## src/design/roqt_pkg.sv

```systemverilog
// Shared types, codes and constants of the rectangle overlap query table.
package roqt_pkg;

   localparam int CAPACITY_DEF = 64;

   localparam logic [1:0] KIND_LOAD   = 2'd0;
   localparam logic [1:0] KIND_COMMIT = 2'd1;
   localparam logic [1:0] KIND_QUERY  = 2'd2;
   localparam logic [1:0] KIND_FIND   = 2'd3;

   localparam logic [2:0] ST_OK      = 3'd0;
   localparam logic [2:0] ST_MATCH   = 3'd1;
   localparam logic [2:0] ST_NOMATCH = 3'd2;
   localparam logic [2:0] ST_INVALID = 3'd3;
   localparam logic [2:0] ST_DUP     = 3'd4;
   localparam logic [2:0] ST_FULL    = 3'd5;

   typedef struct packed {
      logic [1:0]         kind;
      logic [63:0]        item_key;
      logic [63:0]        item_child;
      logic signed [31:0] left_x;
      logic signed [31:0] top_y;
      logic [31:0]        box_width;
      logic [31:0]        box_height;
      logic [31:0]        content_width;
      logic [31:0]        content_height;
      logic signed [31:0] scroll_offset;
   } req_type;

   typedef struct packed {
      logic [2:0]         status;
      logic [63:0]        out_key;
      logic [63:0]        out_child;
      logic signed [31:0] out_left;
      logic signed [31:0] out_top;
      logic [31:0]        out_width;
      logic [31:0]        out_height;
      logic [31:0]        out_source_width;
      logic [31:0]        out_source_height;
      logic signed [31:0] out_scroll;
      logic               last;
   } rsp_type;

   typedef struct packed {
      req_type            req;
      logic               fields_ok;
      logic               view_ok;
      logic signed [33:0] view_right;
      logic signed [33:0] view_bottom;
   } cmd_type;

   typedef struct packed {
      logic [63:0]        key;
      logic [63:0]        child;
      logic signed [31:0] left;
      logic signed [31:0] top;
      logic [31:0]        width;
      logic [31:0]        height;
      logic [31:0]        src_width;
      logic [31:0]        src_height;
      logic signed [31:0] scroll;
      logic               fields_ok;
   } entry_type;

endpackage

```

## src/design/roqt_front.sv

```systemverilog
// Front end: accepts request items, classifies them and queues them for the engine.
module roqt_front
   import roqt_pkg::*;
(
   input  logic    clock,
   input  logic    reset,
   input  logic    push,
   output logic    full,
   input  req_type req_data,
   output logic    cmd_valid,
   input  logic    cmd_take,
   output cmd_type cmd_data
);

   cmd_type    q_ff [2];
   logic       wr_ptr_ff, wr_ptr_in;
   logic       rd_ptr_ff, rd_ptr_in;
   logic [1:0] cnt_ff, cnt_in;
   cmd_type    cls;
   logic       do_wr, do_rd;

   always_comb begin
      cls.req = req_data;
      cls.fields_ok = (req_data.item_key != 64'd0) && (req_data.item_child != 64'd0) &&
                      (req_data.box_width != 32'd0) && (req_data.box_height != 32'd0) &&
                      (req_data.content_width != 32'd0) &&
                      (req_data.content_height != 32'd0) &&
                      !req_data.scroll_offset[31];
      cls.view_ok = (req_data.box_width != 32'd0) && (req_data.box_height != 32'd0);
      cls.view_right = {{2{req_data.left_x[31]}}, req_data.left_x} +
                       $signed({2'b00, req_data.box_width});
      cls.view_bottom = {{2{req_data.top_y[31]}}, req_data.top_y} +
                        $signed({2'b00, req_data.box_height});
   end

   assign full      = (cnt_ff == 2'd2);
   assign cmd_valid = (cnt_ff != 2'd0);
   assign cmd_data  = q_ff[rd_ptr_ff];
   assign do_wr     = push && !full;
   assign do_rd     = cmd_take && cmd_valid;

   always_comb begin
      wr_ptr_in = do_wr ? ~wr_ptr_ff : wr_ptr_ff;
      rd_ptr_in = do_rd ? ~rd_ptr_ff : rd_ptr_ff;
      cnt_in    = cnt_ff;
      if (do_wr && !do_rd) begin
         cnt_in = cnt_ff + 2'd1;
      end else if (do_rd && !do_wr) begin
         cnt_in = cnt_ff - 2'd1;
      end
   end

   always_ff @(posedge clock) begin
      if (reset) begin
         wr_ptr_ff <= 1'b0;
         rd_ptr_ff <= 1'b0;
         cnt_ff    <= 2'd0;
      end else begin
         wr_ptr_ff <= wr_ptr_in;
         rd_ptr_ff <= rd_ptr_in;
         cnt_ff    <= cnt_in;
      end
   end

   always_ff @(posedge clock) begin
      if (do_wr) begin
         q_ff[wr_ptr_ff] <= cls;
      end
   end

endmodule

```

## config.mk

```make
export PLATFORM = sky130hd
export DESIGN_NAME = roqt_front
export DESIGN_NICKNAME = d
export VERILOG_FILES = /design/src/design/roqt_pkg.sv /design/src/design/roqt_front.sv
export SDC_FILE = /design/constraint.sdc
export NUM_CORES = 1
export LEC_CHECK = 0
export BUFFER_PORTS_ARGS = -buffer_cell sky130_fd_sc_hd__buf_2
export CORE_UTILIZATION = 25
export DETAILED_ROUTE_END_ITERATION = 8
export MAX_ROUTING_LAYER = met4
export PLACE_DENSITY = 0.5
export SLEW_MARGIN = 30
export SYNTH_ARGS = -nofsm -noshare
export SYNTH_HDL_FRONTEND = slang
export SYNTH_SLANG_ARGS = --single-unit
```

## constraint.sdc

```tcl
create_clock -name clock -period 26.6 [get_ports clock]
set_clock_uncertainty 0.15 [all_clocks]
set_input_delay 2.66 -clock clock [delete_from_list [all_inputs] [get_ports clock]]
set_output_delay 2.66 -clock clock [all_outputs]
set_load 0.005 [all_outputs]
```

* Word level (Yosys, flattened, before mapping)
Memory sizes are Yosys's and may differ from the RTL's. A register that Yosys moved wholly into a read port is not among the register bits.
Index checks and enable logic that the tools add are counted.
** Operators by class
- Shifts and indexed selects :: 0
- Bitwise gates (word level) :: 2
- Add/subtract/negate cells :: 4
- Mux-type cells :: 6
- Reduce and logical (&&, ||, !) cells :: 23
- Div/mod/pow operators :: 0
- $mul :: 0
- Equality and inequality tests :: 1
- $lt $le $gt $ge :: 0
** Operators with widths (count)
- nonzero test 32 bit :: 4
- nonzero test 64 bit :: 2
- adder 32 x 33 -> 34 bit :: 2
- logical AND 1 bit :: 11
- zero test 1 bit :: 4
- 2-to-1 mux 1 bit :: 4
- 2-to-1 mux 2 bit :: 2
- nonzero test 2 bit :: 2
- adder 2 x 1 -> 2 bit (second input constant) :: 1
- equality test 2 bit (second input constant) :: 1
- NOT 1 bit :: 2
- subtractor 2 x 1 -> 2 bit (second input constant) :: 1
** Word-level totals
- Latch bits :: 0
- Bits in registers :: 4
- Input bits :: 358
- Memories kept :: 1
- Bits in read-only memories :: 0
- Memory bits (writable) :: 848
- Output and inout port bits :: 426
** Memories
- q_ff :: words 2, bits a word 424, read ports 1, clocked after memory_dff 1, wr ports 1, RTL line roqt_front.sv:15 : cmd_type q_ff [2];

* Logic depth before layout (Yosys ltp)
- Depth after elaboration :: 7
- Depth in mapped cells :: 12

* Least setup slack after synthesis
Ideal clock, no wire load.
- Path kind :: input -> register
- From :: input push
- To :: memory q_ff[0][0] (netlist bit) (enable)
- Required time :: 25.231 ns
- Arrival :: 20.288 ns
- Path buffers :: 0
- Slack :: 4.943 ns
- Setup time :: 1.219 ns
- Stages :: 2
- Cell sequence :: nand2_1 > nor2_1
** On the way
- Longest elaborated chain between the ends :: 3
** Ends and longest elaborated chain
- from (decl) :: RTL line roqt_front.sv:7 : input logic push,
- logical AND 1 bit :: RTL line roqt_front.sv:39 : assign do_wr = push && !full;
- 2-to-1 mux 1 bit :: RTL line roqt_front.sv:66 : if (do_wr) begin
- 2-to-1 mux 1 bit (implied by the code) :: RTL line roqt_front.sv:67 : q_ff[wr_ptr_ff] <= cls;
- to (decl) :: RTL line roqt_front.sv:15
No other way between the ends.

==> run metrics <==
Routed Antenna Nets=0; worst skew pair latency=710 ps; number of enable flip-flop cells after synthesis=848; FFs w/ async S/R, synth=0; reg-to-reg critical path startpoint=cnt_ff[0]$_SDFFE_PP0P_; Post-DP HPWL=74,100 um; number of global-route vias before repair=20,300; WS Path Type=flop to output pin; Core Rows=135; mean post-synth cell area=18.2 sq um; pins over their slew limit=0; post-synth cell types=63; initial core utilization=0.253; CP Data Required Time=23,790 ps; Die X=373 um; crit end category=output pin; num ports=784; max-cap check violation count=0; highest clock rate=154 MHz; Finished Layout Cells=4,607; final hold viol count=0; final hold slack=354 ps; reg2reg end=q_ff[1][402]$_DFFE_PP_; vias per inst=4.39; Setup TNS Final=0 ps; post-cts resize count=0; fillers=13,500; Num CTS Buffers=97; outcome=complete, no violations; r2r setup slk=22,120 ps; synthesis-stage register bit count=853; first-pass GRT wire length=143,000 um; Post-CTS Hold Fix Bufs=0; max_slew headroom=0.305; Core Footprint=136,000 sq um; placed cell count=4,418; Tightest Hold Check Type=flop to flop; fin nets=3,163; H-tree depth=3; clk sinks=853; Setup crit end=cmd_data[293]; commonest non-fill, non-tap cells in the layout=edfxtp_1 (848), buf_2 (783), mux2_2 (424); Startpoint Class=flop; worst-margin pin slew=1040 ps; pwr/cell area=92.6 nW/um^2; initial drt markers=1,034; TritonCTS clock tree=built; Mapped Cells=1,891; Register-to-Register Path Depth=5; CTS Root Cell=clkbuf_16; Area after DPL=40,600 sq um; Max rail drop VDD=78.0 uV; unrepaired setup endpoints after global routing=false; Remaining Overflow, GRT=0; Worst Path Arrival=3670 ps; area grow syn2layout=26.4%; Mapped Area=34,500 sq um; Pleak=15.7 nW; port buffer count=783; synth warn=0; wire per inst=22.1 um; Total Die Area=139,000 sq um; antenna violations before repair=23; Die H=373 um; Final WS setup=20,120 ps; Setup Fix Bufs, Post-CTS=0; fin crit share=0.244; Setup WS pre-CTS=19,730 ps; Seq/Total Area, Yosys=0.741; Syn Nets=2,318; clock buffer depth=3; largest net degree at the start of global routing=136; Tmin final=6480 ps; most common cell after layout, fill and taps aside=edfxtp_1; # setup viols final=0; Final Cell Area=43,600 sq um; total number of vias=20,200; drt first pass iters=5; Clock transition at path regs=60 ps; Most used DFF post-synth=edfxtp_1; GRT Util Overall=0.146; Crit Path Max Fanout=129; Residual DRC=0; GPL Wtd Cong=0.908; drt total wl=102,000 um; layout cells sized above 1=0.485
[cell usage after synthesis, types with 3 or more instances]
master | number | area [sq um]
nand2b_1 | 11 | 68.8
inv_1 | 23 | 86.3
nor3_1 | 8 | 40.0
clkbuf_1 | 47 | 176
nand4_1 | 24 | 150
o31ai_1 | 3 | 22.5
o211ai_1 | 6 | 45.0
and3_1 | 6 | 37.5
o21ai_1 | 3 | 15.0
buf_1 | 6 | 22.5
a21o_1 | 25 | 188
o21a_1 | 8 | 60.1
a21oi_1 | 57 | 285
nand2_1 | 41 | 154
xor2_1 | 25 | 219
nor2_1 | 41 | 154
nor2b_1 | 11 | 68.8
o21ai_0 | 27 | 135
edfxtp_1 | 848 | 25500
a31oi_1 | 6 | 37.5
o21bai_1 | 10 | 75.1
ha_1 | 67 | 838
nor4_1 | 68 | 425
dfxtp_1 | 5 | 100
xnor2_1 | 37 | 324
nand3_1 | 7 | 35.0
mux2_2 | 424 | 4770
or3_1 | 3 | 18.8
[flip-flops by register name, summed over array words and instances, names as in the netlist, named ones only]
name	count
cnt_ff	2
q_ff	848
rd_ptr_ff	1
wr_ptr_ff	1
[kinds of logic (layout without fill, tap and decap cells)]
family / after synthesis / count (layout) / synth area share
flops: 853 / 853 / 0.741
mux: 424 / 424 / 0.138
simple gates: 230 / 230 / 0.0357
compound gates: 176 / 176 / 0.0349
buf+inv: 77 / 994 / 0.00842
fa+ha+maj: 69 / 69 / 0.0255
xor+xnor: 62 / 62 / 0.0157
other cells: 0 / 18 / 0
[critical path, cell delays in order, from the launching register on]
cell	delay (ps)
dfxtp_4	640
buf_12	470
buf_4	740
mux2_2	520
buf_2	190
[metrics by stage]
stage | utilization | power [mW]
2_1_floorplan | - | 2.47
5_1_grt | 0.320 | 4.23
3_3_place_gp | 0.298 | 2.85
6_report | 0.320 | 4.04
3_5_place_dp | 0.298 | 2.86
4_1_cts | 0.320 | 4.11
[report_power, final]
| group | switching, mW | internal [mW] |
|---|---|---|
| clock | 0.544 | 0.695 |
| sequential | 0.0441 | 1.74 |
| combinational | 0.578 | 0.439 |
| total | 1.17 | 2.87 |
[cell type report]
cell class	count	area [sq um]	share of cell area
timing repair buffer	800	4090	0.0938
clock inverter	45	395	0.00907
tap	1781	2230	0.0511
inverter	23	86.3	0.00198
sequential	853	25600	0.586
multi-input combinational	961	8660	0.199
antenna	18	45.0	0.00103
clock buffer	126	2540	0.0582
[routing by layer]
metal,part of all wire,vias to the layer above,track usage
met3,0.079,152,0.0519
met2,0.48,639,0.235
met5,0,-,-
met4,0.024,0,0.0430
met1,0.41,10200,0.170
li1,-,9265,-
[worst min path at each step]
stage | startpoint | endpoint | slack, ps | depth (start not counted)
after floorplan | cnt_ff[1]$_SDFFE_PP0P_ | cnt_ff[1]$_SDFFE_PP0P_ | 310 | 2
after CTS | cnt_ff[1]$_SDFFE_PP0P_ | cnt_ff[1]$_SDFFE_PP0P_ | 360 | 2
after global placement | cnt_ff[1]$_SDFFE_PP0P_ | cnt_ff[1]$_SDFFE_PP0P_ | 340 | 2
after global routing | cnt_ff[1]$_SDFFE_PP0P_ | cnt_ff[1]$_SDFFE_PP0P_ | 390 | 2
final | cnt_ff[1]$_SDFFE_PP0P_ | cnt_ff[1]$_SDFFE_PP0P_ | 350 | 2
after detailed placement | rd_ptr_ff$_SDFFE_PP0P_ | flop | 350 | 2
(Power assumes the default switching activity.)
