===== src/design/roqt_pkg.sv =====
// Shared types, codes and constants of the rectangle overlap query table.
package roqt_pkg;

   localparam int CAPACITY_DEF = 64;

   localparam logic [1:0] KIND_LOAD   = 2'd0;
   localparam logic [1:0] KIND_COMMIT = 2'd1;
   localparam logic [1:0] KIND_QUERY  = 2'd2;
   localparam logic [1:0] KIND_FIND   = 2'd3;

   localparam logic [2:0] ST_OK      = 3'd0;
   localparam logic [2:0] ST_MATCH   = 3'd1;
   localparam logic [2:0] ST_NOMATCH = 3'd2;
   localparam logic [2:0] ST_INVALID = 3'd3;
   localparam logic [2:0] ST_DUP     = 3'd4;
   localparam logic [2:0] ST_FULL    = 3'd5;

   typedef struct packed {
      logic [1:0]         kind;
      logic [63:0]        item_key;
      logic [63:0]        item_child;
      logic signed [31:0] left_x;
      logic signed [31:0] top_y;
      logic [31:0]        box_width;
      logic [31:0]        box_height;
      logic [31:0]        content_width;
      logic [31:0]        content_height;
      logic signed [31:0] scroll_offset;
   } req_type;

   typedef struct packed {
      logic [2:0]         status;
      logic [63:0]        out_key;
      logic [63:0]        out_child;
      logic signed [31:0] out_left;
      logic signed [31:0] out_top;
      logic [31:0]        out_width;
      logic [31:0]        out_height;
      logic [31:0]        out_source_width;
      logic [31:0]        out_source_height;
      logic signed [31:0] out_scroll;
      logic               last;
   } rsp_type;

   typedef struct packed {
      req_type            req;
      logic               fields_ok;
      logic               view_ok;
      logic signed [33:0] view_right;
      logic signed [33:0] view_bottom;
   } cmd_type;

   typedef struct packed {
      logic [63:0]        key;
      logic [63:0]        child;
      logic signed [31:0] left;
      logic signed [31:0] top;
      logic [31:0]        width;
      logic [31:0]        height;
      logic [31:0]        src_width;
      logic [31:0]        src_height;
      logic signed [31:0] scroll;
      logic               fields_ok;
   } entry_type;

endpackage


===== src/design/roqt_rsp_queue.sv =====
// Result queue: holds finished result items until they are popped.
module roqt_rsp_queue
   import roqt_pkg::*;
(
   input  logic    clock,
   input  logic    reset,
   input  logic    wr_en,
   input  rsp_type wr_data,
   output logic    room,
   output logic    empty,
   input  logic    pop,
   output rsp_type rd_data
);

   rsp_type    buf_ff [2];
   logic       wr_ptr_ff, wr_ptr_in;
   logic       rd_ptr_ff, rd_ptr_in;
   logic [1:0] cnt_ff, cnt_in;
   logic       do_wr, do_rd;

   assign room    = (cnt_ff != 2'd2);
   assign empty   = (cnt_ff == 2'd0);
   assign rd_data = buf_ff[rd_ptr_ff];
   assign do_wr   = wr_en && room;
   assign do_rd   = pop && !empty;

   always_comb begin
      wr_ptr_in = do_wr ? ~wr_ptr_ff : wr_ptr_ff;
      rd_ptr_in = do_rd ? ~rd_ptr_ff : rd_ptr_ff;
      cnt_in    = cnt_ff;
      if (do_wr && !do_rd) begin
         cnt_in = cnt_ff + 2'd1;
      end else if (do_rd && !do_wr) begin
         cnt_in = cnt_ff - 2'd1;
      end
   end

   always_ff @(posedge clock) begin
      if (reset) begin
         wr_ptr_ff <= 1'b0;
         rd_ptr_ff <= 1'b0;
         cnt_ff    <= 2'd0;
      end else begin
         wr_ptr_ff <= wr_ptr_in;
         rd_ptr_ff <= rd_ptr_in;
         cnt_ff    <= cnt_in;
      end
   end

   always_ff @(posedge clock) begin
      if (do_wr) begin
         buf_ff[wr_ptr_ff] <= wr_data;
      end
   end

endmodule


===== config.mk =====
export PLATFORM = sky130hd
export DESIGN_NAME = roqt_rsp_queue
export DESIGN_NICKNAME = d
export VERILOG_FILES = /design/src/design/roqt_pkg.sv /design/src/design/roqt_rsp_queue.sv
export SDC_FILE = /design/constraint.sdc
export NUM_CORES = 1
export LEC_CHECK = 0
export BUFFER_PORTS_ARGS = -buffer_cell sky130_fd_sc_hd__buf_2
export CAP_MARGIN = 0
export CORE_AREA = 3 3 282 284
export CTS_BUF_LIST = sky130_fd_sc_hd__clkbuf_8
export DETAILED_ROUTE_END_ITERATION = 8
export DIE_AREA = 0 0 285 287
export PLACE_DENSITY_LB_ADDON = 0.12
export SLEW_MARGIN = 10
export SYNTH_ARGS = -nofsm -noshare
export SYNTH_HDL_FRONTEND = slang
export SYNTH_SLANG_ARGS = --single-unit

===== constraint.sdc =====
create_clock -name clock -period 20.1 [get_ports clock]
set_clock_uncertainty 0.2 [all_clocks]
set_input_delay 2.01 -clock clock [delete_from_list [all_inputs] [get_ports clock]]
set_output_delay 2.01 -clock clock [all_outputs]
set_load 0.02 [all_outputs]

* Word level (Yosys, flattened, before mapping)
Memory sizes are Yosys's and may differ from the RTL's. A register that Yosys moved wholly into a read port is not among the register bits. Index checks and enable logic that the tools add are counted.
Word-level totals: latch bits 0, register bits 4, memory bits (read-only) 0, bits in writable memories 712, input port bits 360, memories kept 1
Cells by class: add/subtract/negate cells 2, eq/ne operators 1, reduce and logical (&&, ||, !) cells 9, divide/modulo/power cells 0, shifts and indexed selects 0, bitwise logic cells 2, $lt $le $gt $ge 0, muxes and demuxes 6, multipliers 0
Memories:
- buf_ff | words 2, bits a word 356, rd ports 1, clocked after Yosys merged registers in 1, wr ports 1, line roqt_rsp_queue.sv:15 | rsp_type buf_ff [2];
Operators by type and width (count):
- logical AND 1 bit | 4
- two-way mux 1 bit | 4
- two-way mux 2 bit | 2
- logical NOT 1 bit | 3
- adder 2 x 1 -> 2 bit (second input constant) | 1
- logical NOT 2 bit | 1
- != test 2 bit (second input constant) | 1
- inverter 1 bit | 2
- nonzero test 2 bit | 1
- subtractor 2 x 1 -> 2 bit (second input constant) | 1

* Logic depth before layout (Yosys ltp)
Gate-level depths: netlist of run 1.
word-level depth 6, gate-level depth with buffers 6

* Worst setup path before layout of run 1
No wires, ideal clock.
kind in2reg, start in wr_en, end mem buf_ff[1][0] (netlist name) (enable), data required time 19.133 ns, arrival time 10.144 ns, stages on the path 1, buffers on the path 0, path slack 8.988 ns, cell sequence and3_1
Between the ends: word-level cells in the longest chain between the ends 3
Ends and longest elaborated chain:
- start, declared | line roqt_rsp_queue.sv:7 | input logic wr_en,
- logical AND 1 bit | line roqt_rsp_queue.sv:24 | assign do_wr = wr_en && room;
- two-way mux 1 bit | line roqt_rsp_queue.sv:51 | if (do_wr) begin
- two-way mux 1 bit (not written as such) | line roqt_rsp_queue.sv:52 | buf_ff[wr_ptr_ff] <= wr_data;
- end, declared | line roqt_rsp_queue.sv:15
No other way between the ends.

==> out/qor.yml, run 1 <==
cells_and_area:
  multi_input_area_um2: 4240
  nets: 2300
  drive_above_1_share_pct: 60.6
  regArea_um2: 21500
  syn_to_final_growth_pct: 25.9
  fill_cells: 7163
status:
  status: "finished clean"
sta:
  tns_ps: 0
  hold_viol: 0
  slew_headroom_pct: 17.4
  final_max_slew_viol_count: 0
  setup_viol: 0
  hold_ws_ps: 307
  worstMarginPinSlew_ps: 1240
  rsz0062_at_grt: "no"
  fmax_mhz: 158
  post-route-min-period_ps: 6330
  layout_worst_path_cycle_share_pct: 31.5
clock_tree:
  worstSkewPairLatency_ps: 710
  clk_pin_slew_worst_paths_ps: 60
  clk_path_buf_depth: 3
  cts_setup_buffers: 0
  h-tree-depth: 3
  cts_tree: "built"
  root_buffer: "clkbuf_8"
  cts_made_buffers: 118
  cts_resized: 0
  hold_buffers: 0
  cts.sink_count: 717
routing:
  wl_per_cell_um: 22.0
  first_iter_violations: 719
  drc: 0
  vias: 13700
  ant_nets: 0
  via_per_inst: 4.45
  wirelength_mm: 67.9
  dr.pass1.iters: 6
synthesis:
  syn_avg_cell_area_um2: 23.1
  yosys_warnings: 0
  yosys.area_share.xor_xnor_pct: 0.100
  synth-seq-cells: 717
  syn_nets: 1493
  synthesis.area_um2: 26200
  synthMuxAreaShare_pct: 15.8
  synthCells: 1132
  synth_top_family_by_area: "multiplexers"
  yosys.area_share.simple_pct: 0.182
  synth_compound_area_share_pct: 0.115
  yosys.area_share.adder_pct: 0.0478
  synth_cell_type_count: 19
  seq_area_frac_synth_pct: 82.1
placement:
  dpl.hpwl_mm: 48.0
  io_buffers: 717
  place_congestion: 0.843
floorplanning:
  initial_utilization_pct: 33.8
  ios: 718
  chipWidth_um: 285
  die_h_um: 287
  rows: 102
  coreArea_um2: 77300
  die-area_um2: 81800
hold_path:
  hold_depth: 2
  min_to: "rd_ptr_ff$_SDFFE_PP0P_"
  min-delay-start: "rd_ptr_ff$_SDFFE_PP0P_"
  min-delay-path-class: "reg -> reg"
global_routing:
  grt_usage_pct: 15.9
  grt_pass1_vias: 14700
  grt_max_degree: 170
  grt_pass1_wl_mm: 95.9
  gr-total-overflow: 0
  antenna_found_initial: 37
critical_path:
  start_kind: "flip-flop"
  ff2ff_path_depth: 5
  cp-end-kind: "output pin"
  reg2reg_setup_slack_ps: 16000
  cp_data_arrival_time_ps: 4120
  critPathRequiredTime_ps: 17890
  path_max_fanout: 71
  worstReg2RegStart: "cnt_ff[0]$_SDFFE_PP0P_"
  worstReg2RegEnd: "buf_ff[0][331]$_DFFE_PP_"
  path_class: "reg -> out"
flow_run:
  cap_viol_max_count: 0
power_and_ir_drop:
  vdd_drop_max_mv: 0.106
  power_density_nw_per_um2: 129
  p_leak_nw: 12.3
synthesized netlist by cell type:
cell type,count,area [um2]
mux2_4,30,450
nand3b_1,1,7.51
a21oi_1,2,10.0
xor2_1,3,26.3
o21ai_0,2,10.0
buf_6,39,439
dfxtp_1,5,100
inv_1,1,3.75
mux2_2,324,3650
edfxtp_1,712,21400
ha_1,1,12.5
mux2_1,2,22.5
a21bo_2,1,10.0
buf_2,1,5.00
or3_1,1,6.26
nand2b_1,1,6.26
and3_1,1,6.26
nor2_1,4,15.0
and2_1,1,6.26
power breakdown:
| part | switching (mW) | internal [mW] | leakage (nW) |
|---|---|---|---|
| sequential | 0.0581 | 1.87 | 6.69 |
| clock | 0.562 | 0.605 | 1.26 |
| combinational | 0.722 | 0.437 | 4.33 |
routing by layer:
layer / vias to the layer above / GRT usage [%] / part of all wire [%]
li1: 6208 / - / -
met1: 6830 / 16.2 / 35
met2: 520 / 28.7 / 53
met3: 151 / 6.35 / 8.4
met4: 22 / 7.06 / 3.3
met5: - / 0 / 0.24
worst max-delay path by stage:
stage	to	startpoint	cells past startpoint	slack [ps]
6_report	rd_data[196]	flip-flop	4	13770
3_3_place_gp	buf_ff[0][165]$_DFFE_PP_	wr_en	5	14540
3_5_place_dp	rd_data[196]	flip-flop	4	14480
5_1_grt	rd_data[320]	flip-flop	4	13490
4_1_cts	rd_data[196]	flip-flop	4	13630
2_1_floorplan	buf_ff[1][0]$_DFFE_PP_	wr_en	1	8990
worst max-delay path, cell delays in order, from the launching register on:
cell     delay, ps
dfxtp_4        930
buf_4          800
buf_4          890
mux2_2         430
buf_2          160
per-stage QoR:
stage	setup WS [ps]	util (%)	area, um2	total power [mW]	cells
after floorplan	8990	-	26200	2.82	1132
after global placement	14540	39.7	30700	3.13	2859
after detailed placement	14480	39.7	30700	3.14	2859
after CTS	13630	42.5	32900	4.33	3067
after global routing	13490	42.6	32900	4.46	3082
final	13770	42.6	32900	4.26	3089
kinds of logic (layout without fill, tap and decap cells):
family,Yosys count,in the layout
flops,717,717
mux,356,356
buf+inv,41,936
simple gates,9,9
compound gates,5,5
xor+xnor,3,3
fa+ha+maj,1,1
other cells,0,22
sequential cells by signal, summed over array words and instances (netlist names), named ones only:
signal,count
wr_ptr_ff,1
rd_ptr_ff,1
cnt_ff,2
buf_ff,712
placed cells by master (no fill, tap or decap), drive strengths merged:
cell,n
a21bo,1
a21oi,2
and2,1
and3,1
buf,727
bufinv,4
clkbuf,119
clkinv,38
clkinvlp,1
dfxtp,5
diode,22
edfxtp,712
ha,1
inv,47
mux2,356
nand2b,1
nand3b,1
nor2,4
o21ai,2
or3,1
xor2,3
cell type report:
| cell class | count | share of cell area [%] |
|---|---|---|
| Inverter | 1 | 0.0342 |
| Tap cell | 1040 | 3.95 |
| Sequential cell | 717 | 65.2 |
| Clock inverter | 89 | 1.60 |
| Clock buffer | 119 | 4.97 |
| Timing Repair Buffer | 727 | 11.2 |
| Antenna cell | 22 | 0.167 |
| Multi-Input combinational cell | 374 | 12.9 |
(Power assumes the default switching activity.)
==> run 2: changes to the inputs <==
Settings changed: CORE_AREA 3 3 282 284 to 3 3 275 277, DIE_AREA 0 0 285 287 to 0 0 278 280.
Clock period 20.1 ns to 6 ns, I/O delays scaled along.
==> run 2 against run 1 <==
Compared with the run above:
- clock power grew to 3.2 times the previous value
- cell count rose by 8.4%
- worst hold slack lost 170 ps
- sequential cell count unchanged
- total power rose to 3.4 times the previous value
- combinational power rose to 3.5 times the previous value
- die area shrank 4.8%
- utilization increased by 7.1 points
- via count rose by 9.0%
- final area rose by 10%
- largest cell class unchanged
==> out/qor.yml, run 2 (synthesis results as in run 1) <==
global_routing:
  met3_usage_pct: 5.77
  grt_max_degree: 178
  antenna_found_initial: 10
  gr-total-overflow: 0
  gr-usage-met2_pct: 30.3
  busiest_layer: "met2"
  grt_usage_pct: 16.7
  grt_pass1_wl_mm: 98.4
  grt_pass1_vias: 16400
  met1_usage_pct: 17.5
power_and_ir_drop:
  power_density_nw_per_um2: 394
  vdd_drop_max_mv: 0.214
  p_leak_nw: 13.7
  p_int_mw: 9.79
  pwr-share-seq_pct: 45.1
  clockPowerShare_pct: 26.2
  p_sw_share_pct: 31.6
  p_sw_mw: 4.53
  comb_power_share_pct: 28.7
routing:
  first_iter_violations: 686
  drc: 0
  vias: 15000
  wirelength_mm: 67.7
  dr.pass1.iters: 4
  via_per_inst: 4.47
  wl_per_cell_um: 20.2
  ant_nets: 0
sta:
  post-route-min-period_ps: 3840
  final_max_slew_viol_count: 0
  hold_viol: 0
  tns_ps: 0
  slew_headroom_pct: 25.8
  setup_viol: 0
  worstMarginPinSlew_ps: 1110
  rsz0062_at_grt: "no"
  fmax_mhz: 260
  layout_worst_path_cycle_share_pct: 64.0
cells_and_area:
  drive_above_1_share_pct: 51.0
  utilization_pct: 49.7
  regMostFlops: "buf_ff"
  multi_input_area_um2: 4250
  fill_cells: 6387
  syn_to_final_growth_pct: 38.8
  mostFrequentLayoutCell: "buf_2"
  regArea_um2: 21500
  final_cell_mix: "717 x buf_2, 712 x edfxtp_1, 357 x dlygate4sd3_1, 324 x mux2_2, 118 x clkbuf_8"
  top_regs: "buf_ff (712), cnt_ff (2)"
  largest_reg_flops: 712
  nets: 2656
critical_path:
  critPathRequiredTime_ps: 5200
  cp-end-kind: "output pin"
  start_kind: "flip-flop"
  ff2ff_path_depth: 6
  path_class: "reg -> out"
  cp_data_arrival_time_ps: 3040
  path_max_fanout: 69
hold_path:
  min-delay-path-class: "in -> reg"
  hold_depth: 3
clock_tree:
  h-tree-depth: 3
  clk_path_buf_depth: 3
  worstSkewPairLatency_ps: 690
  cts_tree: "built"
  cts.sink_count: 717
  root_buffer: "clkbuf_8"
  cts_made_buffers: 117
  cts_setup_buffers: 0
  clk_pin_slew_worst_paths_ps: 60
floorplanning:
  rows: 99
  chipWidth_um: 278
  initial_utilization_pct: 35.8
  coreArea_um2: 73100
  die-area_um2: 77800
  die_h_um: 280
  ios: 718
flow_run:
  cap_viol_max_count: 0
status:
  status: "finished clean"
placement:
  place_congestion: 0.779
  io_buffers: 717
  dpl.hpwl_mm: 45.2
==> run 2: cell count changes in the layout (fill, tap and decap cells not counted), sizes merged <==
cell	delta
bufinv	-2
clkbuf	-1
diode	-14
dlygate4sd3	+357
inv	-5
clkinv	+6
==> run 2: worst max-delay path, cell delays in order, from the launching register on <==
cell and delay (ps):
dfxtp_4 1000, buf_4 690, mux2_2 450, buf_2 170
==> run 2: metal layers <==
layer,wire length [um],up-vias
met5,14,-
met4,2750,4
met3,5230,143
met2,35800,507
met1,23900,7417
li1,-,6897
==> run 2: layout make-up <==
cell class                 count  area share (%)
antenna                        8          0.0551
clock buffer                 118            4.47
clock inverter                88            1.18
inverter                       1          0.0207
multi-input combinational    374            11.7
sequential                   717            59.2
tap                          959            3.30
timing repair buffer        1084            20.1
==> run 2: power by group through the flow <==
stage / combinational (mW) / sequential [mW] / clock (mW)
finish: 4.11 / 6.45 / 3.75
global route: 4.35 / 6.52 / 4.13
CTS: 4.20 / 6.47 / 3.91
detailed placement: 3.98 / 6.57 / 0
global placement: 3.98 / 6.54 / 0
floorplan: 2.74 / 6.59 / 0
==> run 2: final timing paths <==
| path | start | slack [ps] | endpoint |
|---|---|---|---|
| worst max-delay path | flip-flop | 2160 | rd_data[262] |
| worst min-delay path | wr_en | 140 | wr_ptr_ff$_SDFFE_PP0P_ |
| worst max register to register | cnt_ff[0]$_SDFFE_PP0P_ | 2230 | buf_ff[0][308]$_DFFE_PP_ |
| worst min register to register | rd_ptr_ff$_SDFFE_PP0P_ | 310 | flip-flop |
==> run 2: repair_timing <==
| item | 4_1_cts | 5_1_grt |
|---|---|---|
| resized for setup | 0 | 0 |
| hold buffers | 357 | 0 |
| hold endpoints to repair | 717 | 0 |
==> run 2: stage by stage <==
| step | hold WS, ps | cell area, um2 | instances | power, mW | setup slack (ps) |
|---|---|---|---|---|---|
| 3_5_place_dp | 293 | 30700 | 2778 | 10.5 | 1870 |
| 5_1_grt | 92.0 | 36300 | 3346 | 15.0 | 1920 |
| 6_report | 141 | 36300 | 3349 | 14.3 | 2160 |
| 2_1_floorplan | 272 | 26200 | 1132 | 9.34 | -659 |
| 4_1_cts | 43.9 | 36300 | 3341 | 14.6 | 1950 |
| 3_3_place_gp | 285 | 30700 | 2778 | 10.5 | 1840 |
==> run 3: changes to the inputs <==
Settings changed: ABC_AREA from default to 1, CORE_AREA 3 3 275 277 to 3 3 280 282, DIE_AREA 0 0 278 280 to 0 0 283 285.
Clock period 6 ns to 3.42 ns, I/O delays scaled along.
==> run 3 against run 2 <==
Compared with the run above:
- sequential cell count unchanged
- clock-buffer cell count is 1 higher
- final area rose by 4.9%
- first-iteration DRC count shrank 14%
- setup slack worse by 1800 ps
- via count up 1.3%
- critical path type unchanged
- largest cell class unchanged
- largest power group unchanged
==> out/qor.yml, run 3 <==
synthesis:
  synth_most_common_cell: "edfxtp_1"
  syn_avg_cell_area_um2: 24.1
  yosys.area.top_type_share_pct: 77.4
  seq_area_frac_synth_pct: 77.7
  syn_nets: 1506
  synthCells: 1145
  synth_ff_type: "edfxtp_1"
  yosys_warnings: 0
  synth_common_cells: "712 x edfxtp_1, 340 x mux2_4, 33 x buf_12, 16 x mux2_2, 9 x inv_1"
  synthesis.area_um2: 27600
  synth_cell_type_count: 16
  async_reset_ff_share_pct: 0
  synth-edff-count: 712
  ys_top_cells_by_area: "edfxtp_1 77%, mux2_4 18%, buf_12 2.4%"
  yosys.area.top_type: "edfxtp_1"
  synth-seq-cells: 717
hold_path:
  min-delay-path-class: "in -> reg"
placement:
  io_buffers: 717
  dpl.hpwl_mm: 50.7
  place_congestion: 0.801
global_routing:
  grt_pass1_wl_mm: 105
  gr-total-overflow: 0
  antenna_found_initial: 9
  grt_max_degree: 96
  grt_pass1_vias: 16800
  grt_usage_pct: 17.2
sta:
  post-route-min-period_ps: 3040
  layout_worst_path_cycle_share_pct: 88.8
  hold_ws_ps: 152
  setup_viol: 0
  worstMarginPinSlew_ps: 567
  rsz0062_at_grt: "no"
  hold_viol: 0
  final_max_slew_viol_count: 0
  fmax_mhz: 329
  slew_headroom_pct: 62.2
critical_path:
  cp_num_buf_inv: 3
  path_class: "reg -> out"
  cp-end-kind: "output pin"
  path_max_fanout: 33
  start_kind: "flip-flop"
  path_cells: "buf_12 > buf_12 > mux2_4 > buf_2"
  critPathRequiredTime_ps: 2880
  cp_common_cell: "buf_12"
  critical_path.slowest_cell: "dfxtp_4"
  cp_data_arrival_time_ps: 2500
  crit_family: "buffers and inverters"
  cp_slowest_stage_delay_ps: 650
clock_tree:
  cts_resized: 0
  hold_buffers: 360
  clk_path_buf_depth: 3
  cts_setup_buffers: 0
  cts.sink_count: 717
  clk_pin_slew_worst_paths_ps: 60
  cts_tree: "built"
  root_buffer: "clkbuf_8"
  h-tree-depth: 3
  worstSkewPairLatency_ps: 700
  cts_made_buffers: 118
floorplanning:
  initial_utilization_pct: 36.4
  die_h_um: 285
  die-area_um2: 80700
  coreArea_um2: 75900
  ios: 718
  chipWidth_um: 283
  rows: 101
cells_and_area:
  top_regs: "buf_ff (712), cnt_ff (2)"
  nets: 2712
  fill_cells: 6480
  largest_reg_flops: 712
  utilization_pct: 50.1
  drive_above_1_share_pct: 51.8
  final_cell_mix: "717 x buf_2, 712 x edfxtp_1, 360 x dlygate4sd3_1, 340 x mux2_4, 119 x clkbuf_8"
  mostFrequentLayoutCell: "buf_2"
  regMostFlops: "buf_ff"
  syn_to_final_growth_pct: 37.8
routing:
  ant_nets: 0
  dr.pass1.iters: 4
  wirelength_mm: 71.4
  first_iter_violations: 589
  drc: 0
  vias: 15200
  wl_per_cell_um: 20.6
  via_per_inst: 4.36
status:
  status: "finished clean"
flow_run:
  cap_viol_max_count: 0
power_and_ir_drop:
  p_leak_nw: 15.1
  power_density_nw_per_um2: 680
  vdd_drop_max_mv: 0.444
[run 3: worst register-to-register path: stages (launching register included)]
cell and delay (ps):
dfxtp_1 430, nand2_4 90, nand2_4 110, inv_1 70, ha_1 330, o21ai_0 170
a21oi_1 50, dlygate4sd3_1 550
[run 3: cell families after synthesis]
| logic type | synth area share (%) |
|---|---|
| DFF | 77.7 |
| muxes | 19.1 |
| buffers and inverters | 2.77 |
| and+or+nand+nor | 0.254 |
| AOI/OAI and AO/OA | 0.0905 |
| adders and majority gates | 0.0453 |
[run 3: area by class of cell]
cell class | instances | area, um2 | area share [%]
Sequential cell | 717 | 21500 | 56.4
Timing Repair Buffer | 1126 | 7770 | 20.4
Multi-Input combinational cell | 379 | 5420 | 14.2
Clock buffer | 119 | 1640 | 4.30
Tap cell | 1030 | 1290 | 3.38
Clock inverter | 88 | 428 | 1.12
Inverter | 9 | 33.8 | 0.0887
Antenna cell | 7 | 17.5 | 0.0460
[run 3: where the power goes]
group | switching (mW) | internal [mW]
clock network | 3.27 | 3.37
registers | 0.334 | 11.1
logic | 4.38 | 3.42
total | 7.98 | 17.9
[run 3: metrics by stage]
step | std cells | power [mW] | setup WS [ps] | setup TNS, ps | cell area, um2
detailed placement | 2901 | 19.2 | 1070 | 0 | 32400
CTS | 3468 | 26.3 | 257 | 0 | 38100
floorplan | 1145 | 17.1 | -3030 | -2156040 | 27700
global route | 3474 | 27.1 | 216 | 0 | 38100
global placement | 2901 | 19.1 | 1110 | 0 | 32400
finish | 3475 | 25.9 | 383 | 0 | 38100
[run 3: worst paths after layout]
path / from / endpoint / slack, ps / depth (start not counted)
hold reg to reg: wr_ptr_ff$_SDFFE_PP0P_ / wr_ptr_ff$_SDFFE_PP0P_ / 340 / 2
setup / recovery: flip-flop / rd_data[136] / 380 / 4
hold / removal: wr_data[335] / buf_ff[1][335]$_DFFE_PP_ / 150 / 2
setup reg to reg: cnt_ff[1]$_SDFFE_PP0P_ / cnt_ff[0]$_SDFFE_PP0P_ / 1300 / 7
[run 3: per-layer routing]
layer	wire length (um)	up-vias	global-route usage, %	part of all wire (%)
met2	38400	504	31.4	54
met3	4940	154	5.79	6.9
met4	2880	4	7.41	4.0
li1	-	6992	-	-
met5	27	-	0	0.038
met1	25200	7509	18.1	35
